===== src/rtl/core/gtd_pkg.sv =====
// Shared constants, codes and types of the gang task dispatcher.
`timescale 1ns / 1ps
`default_nettype none
package gtd_pkg;

    localparam int CORES_DEF      = 64;
    localparam int MAX_SUB_DEF    = 32;
    localparam int QDEPTH_DEF     = 16;
    localparam int CMD_FIFO_DEPTH = 2;

    localparam int KIND_W = 3;
    localparam int STIME_W = 16;
    localparam int SUBS_W = 6;
    localparam int TIME_W = 32;
    localparam int BUSY_W = 21;
    localparam int FREE_W = 7;
    localparam int FIN_W = 7;
    localparam int PEND_W = 11;
    localparam int QLEN_W = 5;

    typedef enum logic [KIND_W-1:0] {
        KIND_TAKEN      = 3'd0,
        KIND_ENQUEUED   = 3'd1,
        KIND_REJECTED   = 3'd2,
        KIND_DISPATCHED = 3'd3,
        KIND_IDLE_TICK  = 3'd4
    } kind_t;

    typedef enum logic {
        OP_TICK    = 1'b0,
        OP_SUBTASK = 1'b1
    } op_t;

    typedef struct packed {
        op_t                op;
        logic               pri;
        logic [STIME_W-1:0] stime;
        logic               last;
    } cmd_t;

    typedef struct packed {
        kind_t              kind;
        logic               task_priority;
        logic [SUBS_W-1:0]  task_subtasks;
        logic [TIME_W-1:0]  wait_ticks;
        logic [BUSY_W-1:0]  busy_added;
        logic [FREE_W-1:0]  free_cores;
        logic [FIN_W-1:0]   finished_subtasks;
        logic [PEND_W-1:0]  pending_subtasks;
        logic [QLEN_W-1:0]  queue_len_high;
        logic [QLEN_W-1:0]  queue_len_low;
        logic [TIME_W-1:0]  now;
        logic               last;
    } result_t;

endpackage
`default_nettype wire


===== src/rtl/core/gtd_ifs.sv =====
// Channel interfaces of the gang task dispatcher: subtask/tick items in, reports out.
`timescale 1ns / 1ps
`default_nettype none
interface gtd_in_if;
    logic                         valid;
    logic                         ready;
    logic                         opcode;
    logic                         priority_req;
    logic [gtd_pkg::STIME_W-1:0]  run_time;
    logic                         last_subtask;

    modport source (output valid, opcode, priority_req, run_time, last_subtask,
                     input ready);
    modport sink (input valid, opcode, priority_req, run_time, last_subtask,
                  output ready);
endinterface

`default_nettype wire


===== src/rtl/core/gtd_front.sv =====
// Front end: takes input beats, decodes them and holds them in a short command queue.
`timescale 1ns / 1ps
`default_nettype none
module gtd_front
(
    input  wire logic          clk,
    input  wire logic          rst_n,
    gtd_in_if.sink             items,
    output gtd_pkg::cmd_t      cmd,
    output logic               cmd_valid,
    input  wire logic          cmd_ready
);

    localparam int PW = $clog2(gtd_pkg::CMD_FIFO_DEPTH);
    localparam int NW = $clog2(gtd_pkg::CMD_FIFO_DEPTH + 1);

    gtd_pkg::cmd_t fifo_reg [gtd_pkg::CMD_FIFO_DEPTH];
    logic [PW-1:0] wr_ptr_reg, wr_ptr_next;
    logic [PW-1:0] rd_ptr_reg, rd_ptr_next;
    logic [NW-1:0] count_reg, count_next;

    gtd_pkg::cmd_t decoded;
    logic          push;
    logic          pop;

    always_comb
    begin
        decoded.op    = items.opcode ? gtd_pkg::OP_SUBTASK : gtd_pkg::OP_TICK;
        decoded.pri   = items.priority_req;
        // a zero service time still holds a core for one tick
        decoded.stime = (items.run_time == '0) ? gtd_pkg::STIME_W'(1)
                                               : items.run_time;
        decoded.last  = items.last_subtask;
    end

    assign items.ready = (count_reg != NW'(gtd_pkg::CMD_FIFO_DEPTH));
    assign push = items.valid && items.ready;
    assign cmd_valid = (count_reg != '0);
    assign cmd = fifo_reg[rd_ptr_reg];
    assign pop = cmd_valid && cmd_ready;

    always_comb
    begin
        wr_ptr_next = wr_ptr_reg;
        rd_ptr_next = rd_ptr_reg;
        count_next  = count_reg;
        if (push)
        begin
            wr_ptr_next = (wr_ptr_reg == PW'(gtd_pkg::CMD_FIFO_DEPTH - 1)) ? '0
                                                                            : wr_ptr_reg + 1'b1;
        end
        if (pop)
        begin
            rd_ptr_next = (rd_ptr_reg == PW'(gtd_pkg::CMD_FIFO_DEPTH - 1)) ? '0
                                                                            : rd_ptr_reg + 1'b1;
        end
        if (push && !pop)
        begin
            count_next = count_reg + 1'b1;
        end
        else if (pop && !push)
        begin
            count_next = count_reg - 1'b1;
        end
    end

    always_ff @(posedge clk or negedge rst_n)
    begin
        if (!rst_n)
        begin
            wr_ptr_reg <= '0;
            rd_ptr_reg <= '0;
            count_reg  <= '0;
        end
        else
        begin
            wr_ptr_reg <= wr_ptr_next;
            rd_ptr_reg <= rd_ptr_next;
            count_reg  <= count_next;
        end
    end

    always_ff @(posedge clk)
    begin
        if (push)
        begin
            fifo_reg[wr_ptr_reg] <= decoded;
        end
    end

endmodule
`default_nettype wire


===== src/flat_wrapper.sv =====
// flat-port wrapper written by rule: the top's interface ports become plain ports
module gtd_front_flat 
  (clk, rst_n, cmd, cmd_valid, cmd_ready, items_valid, items_opcode, items_priority_req, items_run_time, items_last_subtask, items_ready);
  gtd_in_if items_i ();
  input  wire logic clk;
  input  wire logic rst_n;
  output gtd_pkg::cmd_t cmd;
  output logic cmd_valid;
  input  wire logic cmd_ready;
  input wire logic [$bits(items_i.valid)-1:0] items_valid;
  input wire logic [$bits(items_i.opcode)-1:0] items_opcode;
  input wire logic [$bits(items_i.priority_req)-1:0] items_priority_req;
  input wire logic [$bits(items_i.run_time)-1:0] items_run_time;
  input wire logic [$bits(items_i.last_subtask)-1:0] items_last_subtask;
  output wire logic [$bits(items_i.ready)-1:0] items_ready;
  assign items_i.valid = items_valid;
  assign items_i.opcode = items_opcode;
  assign items_i.priority_req = items_priority_req;
  assign items_i.run_time = items_run_time;
  assign items_i.last_subtask = items_last_subtask;
  assign items_ready = items_i.ready;
  gtd_front u_core (.clk(clk), .rst_n(rst_n), .items(items_i), .cmd(cmd), .cmd_valid(cmd_valid), .cmd_ready(cmd_ready));
endmodule

===== config.mk =====
export PLATFORM = sky130hd
export DESIGN_NAME = gtd_front_flat
export DESIGN_NICKNAME = d
export VERILOG_FILES = /design/src/rtl/core/gtd_pkg.sv /design/src/rtl/core/gtd_ifs.sv /design/src/rtl/core/gtd_front.sv /design/src/flat_wrapper.sv
export SDC_FILE = /design/constraint.sdc
export NUM_CORES = 1
export LEC_CHECK = 0
export BUFFER_PORTS_ARGS = -buffer_cell sky130_fd_sc_hd__buf_2
export CELL_PAD_IN_SITES_DETAIL_PLACEMENT = 1
export CELL_PAD_IN_SITES_GLOBAL_PLACEMENT = 1
export CORE_MARGIN = 4
export CORE_UTILIZATION = 45
export DETAILED_ROUTE_END_ITERATION = 10
export PLACE_DENSITY_LB_ADDON = 0.1
export SLEW_MARGIN = 10
export SYNTH_ARGS = -nofsm -noshare
export SYNTH_HDL_FRONTEND = slang
export SYNTH_SLANG_ARGS = --single-unit
export TNS_END_PERCENT = 30

===== constraint.sdc =====
create_clock -name clk -period 3.5 [get_ports clk]
set_input_delay 0.7 -clock clk [delete_from_list [all_inputs] [get_ports clk]]
set_output_delay 0.7 -clock clk [all_outputs]
set_load 0.01 [all_outputs]

==> flow_summary.json, run 1 <==
{
  "cts_num_sinks": 42,
  "crit_chain": "mux2_2 > buf_2",
  "dpl.hpwl_mm": 1.98,
  "status": "complete, no violations",
  "synth-seq-cells": 42,
  "track_usage_pct": 12.5,
  "synth-warning-count": 0,
  "synth_cell_type_count": 18,
  "slew_viol_final": 0,
  "dr.pass1.iters": 4,
  "ios": 44,
  "fin_cells": 176,
  "grt_max_degree": 21,
  "multi_input_area_um2": 358,
  "die_area_um2": 4770,
  "area_delta_synth_final_pct": 16.2,
  "grt_pass1_wl_mm": 4.60,
  "num-nets-final": 154,
  "final_cell_area_um2": 1950,
  "drtIter0Drc": 19,
  "clkLatencyLatePin_ps": 280,
  "cts_tree": "done",
  "route.met3.wl_um": 167,
  "num_rows": 21,
  "antenna_found_initial": 0,
  "core_um2": 3470,
  "clockBufferDepth": 2,
  "initial_core_util_pct": 48.4,
  "fmax_mhz": 406,
  "clockRootBuffer": "clkbuf_8",
  "synthFlopType": "edfxtp_1",
  "place_congestion": 0.732,
  "synth.avg_cell_area_um2": 17.3,
  "crit-reg2reg-launch": "u_core.count_reg[0]",
  "fin_skew_ps": 2.74,
  "min_path_type": "in2async",
  "yosysTopAreaCell": "edfxtp_1",
  "synth-seq-area-share_pct": 73.9,
  "die_x_um": 69.1,
  "rrSetupSlack_ps": 1650,
  "fillers": 353,
  "synthArstFlopShare_pct": 9.52,
  "worst_pin_slew_ps": 1020,
  "regArea_um2": 1240,
  "power-per-cell-area_nw_per_um2": 785,
  "max_cap_violations": 0,
  "total_power_mw": 1.53,
  "period_share_pct": 70.3,
  "vias": 849,
  "slowest_delay_ps": 910,
  "cp_top_family": "flip-flops",
  "grt_pass1_vias": 918,
  "cp-end-kind": "output pin",
  "rr_worst_depth": 3,
  "cp-start-kind": "flip-flop",
  "synth_most_common_cell": "edfxtp_1",
  "slowest_stage": "dfrtp_1",
  "worst-endpoint-arrival_ps": 1760,
  "final.setup.tns_ps": 0,
  "r2r_end": "u_core.fifo_reg[0][1]",
  "drc": 0,
  "critical_path_required_ps": 2800,
  "rsz0062_at_grt": "false",
  "synth_area_leaders": "edfxtp_1 (68%), mux2_2 (13%), dfrtp_1 (6.0%)",
  "period_needed_ps": 2460,
  "die_y_um": 69.1,
  "leakagePower_nw": 0.750,
  "crit_buf_inv": 1,
  "path_clk_slew_ps": 70,
  "hold_violations": 0,
  "routed_wirelength_mm": 2.82,
  "synth_common_cells": "edfxtp_1 (38), mux2_2 (19), clkbuf_1 (15)",
  "place_area_um2": 1880,
  "vdd_drop_max_mv": 0.451,
  "syn_nets": 121,
  "synth_edf_count": 38,
  "viasPerCell": 4.82,
  "ctsHoldBuffers": 0,
  "cts_setup_buffers": 0,
  "top_layer": "met4",
  "wl_per_cell_um": 16.0,
  "slew_headroom_pct": 32.2,
  "routed-wl-met2_mm": 1.37,
  "portBuffers": 43,
  "netlist_instances": 97,
  "met1_length_mm": 1.23,
  "largest_reg_flops": 38,
  "htree_levels": 2,
  "netlist_area_um2": 1680,
  "critical_path_class": "reg2out",
  "antenna_cells": 0,
  "dp_cells": 169,
  "whs_ps": 212,
  "postRouteAntennaNets": 0,
  "drive_above_1_share_pct": 54.6,
  "path_max_fanout": 20,
  "grt_remaining_overflow": 0,
  "cts_buffers": 5,
  "synth_top_area_share_pct": 68.0,
  "finalSetupViolations": 0,
  "ctsResizeCount": 0
}
-- worst max-delay path by stage --
| stage | from | to | slack (ps) | cells past startpoint |
|---|---|---|---|---|
| finish | u_core.rd_ptr_reg | cmd[1] | 1040 | 2 |
| global route | u_core.rd_ptr_reg | cmd[7] | 950 | 2 |
| CTS | u_core.rd_ptr_reg | cmd[1] | 1010 | 2 |
| detailed placement | u_core.rd_ptr_reg | cmd[11] | 1320 | 2 |
| global placement | u_core.rd_ptr_reg | cmd[1] | 1320 | 2 |
| floorplan | items_valid | u_core.fifo_reg[0][0] | 1500 | 2 |
-- layout make-up --
class | count | share of cell area (%)
inverters | 1 | 0.192
flip-flops and latches | 42 | 63.6
well taps | 46 | 2.95
repair buffers | 43 | 11.0
multi-input cells | 37 | 18.3
clock buffers | 7 | 3.91
-- cells by family (layout without fill, tap and decap cells) --
group / after synthesis / count (layout) / share of synthesized area [%]
adder cells (fa/ha/maj): 1 / 1 / 0.745
multiplexers: 19 / 19 / 12.7
buffers and inverters: 18 / 51 / 4.92
XOR/XNOR: 5 / 5 / 2.61
flip-flops: 42 / 42 / 73.9
AO/OA/AOI/OAI: 1 / 1 / 0.596
AND/OR/NAND/NOR: 11 / 11 / 4.47
-- metal layers --
layer | track usage (%) | up-vias
met5 | 0 | -
li1 | - | 411
met4 | 5.86 | 0
met2 | 20.4 | 27
met3 | 3.63 | 7
met1 | 15.1 | 404
-- where the power goes --
group	leakage (nW)	internal [mW]	switching (mW)
combinational	0.312	0.243	0.227
clock	0.0383	0.137	0.144
sequential	0.400	0.693	0.0879
-- worst register-to-register path, delay by kind of cell, from the launching register on --
kind / cells / cell delay (ps)
AND/OR/NAND/NOR: 3 / 1050
flip-flops: 1 / 420
-- through the flow --
stage | utilization, % | setup WS, ps
2_1_floorplan | - | 1500
3_3_place_gp | 54.1 | 1320
3_5_place_dp | 54.1 | 1320
4_1_cts | 56.3 | 1010
5_1_grt | 56.3 | 947
6_report | 56.3 | 1040
-- layout by cell type (no fill, tap or decap) --
cell      synthesis  final
mux2_2           19     19
nand2b_4          1      1
xnor2_1           3      3
nor2_1            2      1
or2_4             1      1
inv_1             1      1
nor2_2            0      1
a41o_1            1      1
nand2_4           1      1
clkbuf_1         15      2
buf_2             0     43
edfxtp_1         38     38
nor3_1            1      1
clkbuf_8          0      5
xor2_1            2      2
nor4_1            3      3
dfrtp_1           4      4
and3_1            1      1
ha_1              1      1
nand2_1           1      1
No activity file was read; power rests on OpenSTA's default activity.
==> run 2, diff against run 1 <==
--- a/config.mk
+++ b/config.mk
@@ -9,7 +9,7 @@
 export CELL_PAD_IN_SITES_DETAIL_PLACEMENT = 1
 export CELL_PAD_IN_SITES_GLOBAL_PLACEMENT = 1
 export CORE_MARGIN = 4
-export CORE_UTILIZATION = 45
+export CORE_UTILIZATION = 38
 export DETAILED_ROUTE_END_ITERATION = 10
 export PLACE_DENSITY_LB_ADDON = 0.1
 export SLEW_MARGIN = 10
==> constraint.sdc (replaced) <==
create_clock -name clk -period 2.1 [get_ports clk]
set_input_delay 0.42 -clock clk [delete_from_list [all_inputs] [get_ports clk]]
set_output_delay 0.42 -clock clk [all_outputs]
set_load 0.01 [all_outputs]
==> run 2 against run 1 <==
  * Worst hold slack gained 110 ps
  * Critical path depth grew 1
  * Global-route usage grew 0.45 points
  * Critical path type unchanged
  * Combinational power grew 98%
==> flow_summary.json, run 2 (same netlist as run 1, synthesis figures left out) <==
{
  "track_usage_pct": 12.9,
  "die_y_um": 74.5,
  "num-nets-final": 159,
  "clkLatencyLatePin_ps": 290,
  "worst_pin_slew_ps": 377,
  "power-per-cell-area_nw_per_um2": 1360,
  "htree_levels": 2,
  "place_congestion": 0.742,
  "slowest_delay_ps": 360,
  "ios": 44,
  "initial_core_util_pct": 40.5,
  "min_path_type": "in2reg",
  "antenna_cells": 0,
  "final_cell_mix": "buf_2 (43), edfxtp_1 (38), mux2_2 (19), clkbuf_8 (5), dfrtp_1 (4)",
  "p_int_mw": 1.96,
  "cp-end-kind": "output pin",
  "vdd_drop_max_mv": 0.629,
  "fmax_mhz": 573,
  "drive_above_1_share_pct": 57.4,
  "max_cap_violations": 0,
  "die_x_um": 74.5,
  "path_max_fanout": 11,
  "viasPerCell": 4.74,
  "grt_pass1_vias": 970,
  "p_comb_share_pct": 33.6,
  "cp_top_family": "multiplexers",
  "path_clk_slew_ps": 80,
  "drtIter0Drc": 44,
  "drc": 0,
  "cts_buffers": 5,
  "period_needed_ps": 1750,
  "ctsResizeCount": 0,
  "dr.pass1.iters": 3,
  "cts_tree": "done",
  "final_common_cell": "buf_2",
  "hold_depth": 1,
  "largest_reg_flops": 38,
  "wl_per_cell_um": 16.8,
  "slowest_stage": "mux2_2",
  "pwr-share-seq_pct": 44.4,
  "cts_setup_buffers": 0,
  "status": "complete, no violations",
  "crit_path_start": "u_core.rd_ptr_reg",
  "sw_frac_of_total_pct": 29.1,
  "finalSetupViolations": 0,
  "final.setup.tns_ps": 0,
  "leakagePower_nw": 0.797,
  "cp-start-kind": "flip-flop",
  "grt_remaining_overflow": 0,
  "grt_max_degree": 20,
  "area_delta_synth_final_pct": 21.6,
  "num_rows": 23,
  "crit_chain": "buf_4 > mux2_2 > buf_2",
  "grt_pass1_wl_mm": 5.04,
  "rsz0062_at_grt": "false",
  "cts_num_sinks": 42,
  "p_sw_mw": 0.806,
  "ctsHoldBuffers": 1,
  "period_share_pct": 83.1,
  "critical_path_required_ps": 1680,
  "utilization_pct": 49.3,
  "die_area_um2": 5550,
  "hold_violations": 0,
  "slew_viol_final": 0,
  "crit_buf_inv": 2,
  "fin_skew_ps": 9.06,
  "slew_headroom_pct": 74.6,
  "routed_wirelength_mm": 3.12,
  "antenna_found_initial": 0,
  "postRouteAntennaNets": 0,
  "portBuffers": 43,
  "clockRootBuffer": "clkbuf_8",
  "holdCritStartpoint": "items_opcode",
  "cp.depth": 3,
  "worst-endpoint-arrival_ps": 1330,
  "crit-reg2reg-launch": "u_core.count_reg[0]",
  "p_clk_share_pct": 22.0,
  "rr_worst_depth": 4,
  "vias": 881,
  "critical_path_class": "reg2out",
  "core_um2": 4140,
  "clockBufferDepth": 2,
  "dpl.hpwl_mm": 2.25
}
[run 2: changes by cell type in the layout (fill, tap and decap cells not counted), sizes merged]
cell         previous run  this run
clkbuf                  7         5
bufinv                  0         1
dlygate4sd3             0         1
buf                    43        47
clkinv                  0         2
[run 2: final cells by class]
type / instances / area (um^2)
fill: 428 / 2100
sequential: 42 / 1240
multi-input combinational: 37 / 358
timing repair buffer: 48 / 268
clock buffer: 5 / 68.8
tap: 50 / 62.6
clock inverter: 3 / 40.0
inverter: 1 / 3.75
[run 2: routing by layer]
metal	vias to the layer above	wire [um]	part of all wire [%]	global-route usage [%]
li1	421	-	-	-
met1	432	1260	40	15.4
met2	26	1640	53	21.2
met3	2	197	6.3	5.68
met4	0	17	0.55	4.15
met5	-	0	0	0
[run 2: per-stage QoR]
stage               setup slack, ps  cells  area [um^2]  total power, mW  hold slack [ps]
floorplan                       235     97         1680             1.86              124
CTS                             329    186         2040             2.82              314
global placement                643    177         1920             2.17              234
finish                          354    186         2040             2.77              317
detailed placement              589    177         1920             2.20              238
global route                    282    186         2040             2.96              307
[run 2: worst register-to-register path, stage by stage, from the launching register on]
cell      delay (ps)
dfrtp_1          420
nand2b_4         160
nand2_1          110
nor2_2           330
buf_12           210
[run 2: worst paths after layout]
check | endpoint | slack (ps)
worst min-delay path | u_core.fifo_reg[0][18] | 320
worst min register to register | u_core.count_reg[1] | 540
max in group asynchronous | u_core.count_reg[1] | 1500
worst max register to register | u_core.fifo_reg[0][9] | 590
min in group asynchronous | u_core.wr_ptr_reg | 480
worst max-delay path | cmd[13] | 350
[run 2: power groups by stage]
stage	sequential [mW]	combinational (mW)	clock [mW]
final	1.23	0.931	0.608
after global routing	1.25	1.02	0.687
after CTS	1.23	0.961	0.631
after detailed placement	1.25	0.951	0
after global placement	1.24	0.935	0
after floorplan	1.23	0.628	0
==> run 3, diff against run 2 <==
==> constraint.sdc (replaced) <==
create_clock -name clk -period 1.6 [get_ports clk]
set_input_delay 0.32 -clock clk [delete_from_list [all_inputs] [get_ports clk]]
set_output_delay 0.32 -clock clk [all_outputs]
set_load 0.01 [all_outputs]
==> run 3 against run 2 <==
  * The flow now finishes with violations (negative setup slack)
  * Cell count rose by 0.54%
  * Total power rose by 49%
  * Wire length rose by 8.5%
  * Die area did not move
  * Clock skew fell by 3.5 ps
  * Combinational power rose by 90%
  * Flip-flop and latch count did not move
  * First-iteration DRC count rose by 41%
  * Register-to-register slack got worse by 450 ps
  * Setup slack got worse by 420 ps
  * Utilization rose by 5.0 points
  * Highest routed layer unchanged
==> flow_summary.json, run 3 (same netlist as run 1, synthesis figures left out) <==
{
  "clockRootBuffer": "clkbuf_8",
  "cp-start-kind": "flip-flop",
  "core_um2": 4140,
  "worst-endpoint-arrival_ps": 1340,
  "path_max_fanout": 5,
  "clkLatencyLatePin_ps": 290,
  "grt_pass1_wl_mm": 5.36,
  "dpl.hpwl_mm": 2.23,
  "largest_reg_flops": 38,
  "r2r_end": "u_core.count_reg[1]",
  "setup_ws_ps": -64.4,
  "crit-reg2reg-launch": "u_core.count_reg[0]",
  "finalSetupViolations": 19,
  "final_cell_mix": "edfxtp_1 (38), buf_2 (24), buf_6 (20), mux2_4 (15), clkbuf_8 (6)",
  "rrSetupSlack_ps": 140,
  "area_delta_synth_final_pct": 33.8,
  "num-nets-final": 160,
  "status": "finished, violations left",
  "die_x_um": 74.5,
  "antenna_found_initial": 0,
  "min_path_type": "in2reg",
  "leakagePower_nw": 0.908,
  "whs_ps": 218,
  "period_share_pct": 104,
  "cts_num_sinks": 42,
  "grt_max_degree": 20,
  "place_ws_ps": 105,
  "cp-end-kind": "output pin",
  "drc": 0,
  "antenna_cells": 0,
  "fin_skew_ps": 5.55,
  "htree_levels": 2,
  "postRouteAntennaNets": 0,
  "slowest_delay_ps": 430,
  "num_rows": 23,
  "dr.pass1.iters": 4,
  "crit_chain": "buf_6 > mux2_2 > buf_6",
  "max_cap_violations": 0,
  "period_needed_ps": 1660,
  "hold_violations": 0,
  "power-per-cell-area_nw_per_um2": 1830,
  "clockBufferDepth": 2,
  "rr_worst_depth": 7,
  "holdCritStartpoint": "items_priority_req",
  "place_congestion": 0.676,
  "rsz0062_at_grt": "true",
  "drtIter0Drc": 62,
  "cts_setup_buffers": 0,
  "initial_core_util_pct": 40.5,
  "hold_end": "u_core.fifo_reg[0][17]",
  "critical_path_class": "reg2out",
  "track_usage_pct": 13.8,
  "slowest_stage": "dfrtp_2",
  "violations": "negative setup slack",
  "drive_above_1_share_pct": 58.4,
  "slew_viol_final": 0,
  "cts_tree": "done",
  "worst_pin_slew_ps": 367,
  "critical_path_required_ps": 1280,
  "cts_buffers": 5,
  "portBuffers": 43,
  "die_area_um2": 5550,
  "wl_per_cell_um": 18.1,
  "grt_pass1_vias": 1058,
  "path_clk_slew_ps": 80,
  "routed_wirelength_mm": 3.38,
  "slew_headroom_pct": 75.3,
  "viasPerCell": 4.85,
  "ios": 44,
  "hold_depth": 1,
  "final_common_cell": "edfxtp_1",
  "die_y_um": 74.5,
  "vias": 907,
  "vdd_drop_max_mv": 0.971,
  "fmax_mhz": 601,
  "grt_remaining_overflow": 0,
  "cpMostUsedCell": "buf_6"
}
-- run 3: critical path, delay by kind of cell, from the launching register on --
kind                   cells  cell delay (ps)
muxes                      1              350
DFF                        1              430
buffers and inverters      2              270
-- run 3: worst max-delay path by stage --
stage,startpoint,end,slack (ps),cells after the start
2_1_floorplan,u_core.count_reg[0],u_core.fifo_reg[0][0],40,3
3_3_place_gp,u_core.count_reg[0],u_core.count_reg[1],230,7
3_5_place_dp,u_core.count_reg[0],u_core.count_reg[1],100,7
4_1_cts,u_core.rd_ptr_reg,cmd[15],-100,3
5_1_grt,u_core.rd_ptr_reg,cmd[13],-120,3
6_report,u_core.rd_ptr_reg,cmd[10],-60,3
-- run 3: final cells by class --
class,count,area [um^2]
Clock buffer,7,86.3
Inverter,1,3.75
Timing Repair Buffer,49,430
Fill cell,398,1900
Tap cell,50,62.6
Multi-Input combinational cell,37,417
Sequential cell,42,1240
Clock inverter,1,5.00
-- run 3: per-stage QoR --
step | util (%) | power [mW] | instances | instance area, um^2 | TNS, ps
6_report | 54.2 | 4.11 | 187 | 2250 | -1020
2_1_floorplan | - | 2.44 | 97 | 1680 | 0
3_3_place_gp | 46.7 | 2.88 | 177 | 1940 | 0
4_1_cts | 51.4 | 3.87 | 186 | 2130 | -1390
3_5_place_dp | 46.7 | 2.93 | 177 | 1940 | 0
5_1_grt | 54.2 | 4.37 | 187 | 2250 | -1970
-- run 3: what timing repair did --
item                                   CTS  global route
gates resized for setup                 19            26
endpoints found under the hold margin    4             0
cloned                                   0             1
setup endpoints to repair               19            20
hold buffers                             1             0
-- run 3: layer usage --
metal / track usage, % / part of all wire (%) / up-vias
li1: - / - / 424
met1: 15.3 / 38 / 452
met2: 23.4 / 54 / 29
met3: 6.49 / 6.8 / 2
met4: 4.74 / 0.68 / 0
met5: 0 / 0 / -
-- run 3: report_power, final --
part / switching [mW] / total (mW) / internal [mW]
registers: 0.136 / 1.65 / 1.52
clock network: 0.341 / 0.689 / 0.348
logic: 0.729 / 1.77 / 1.04
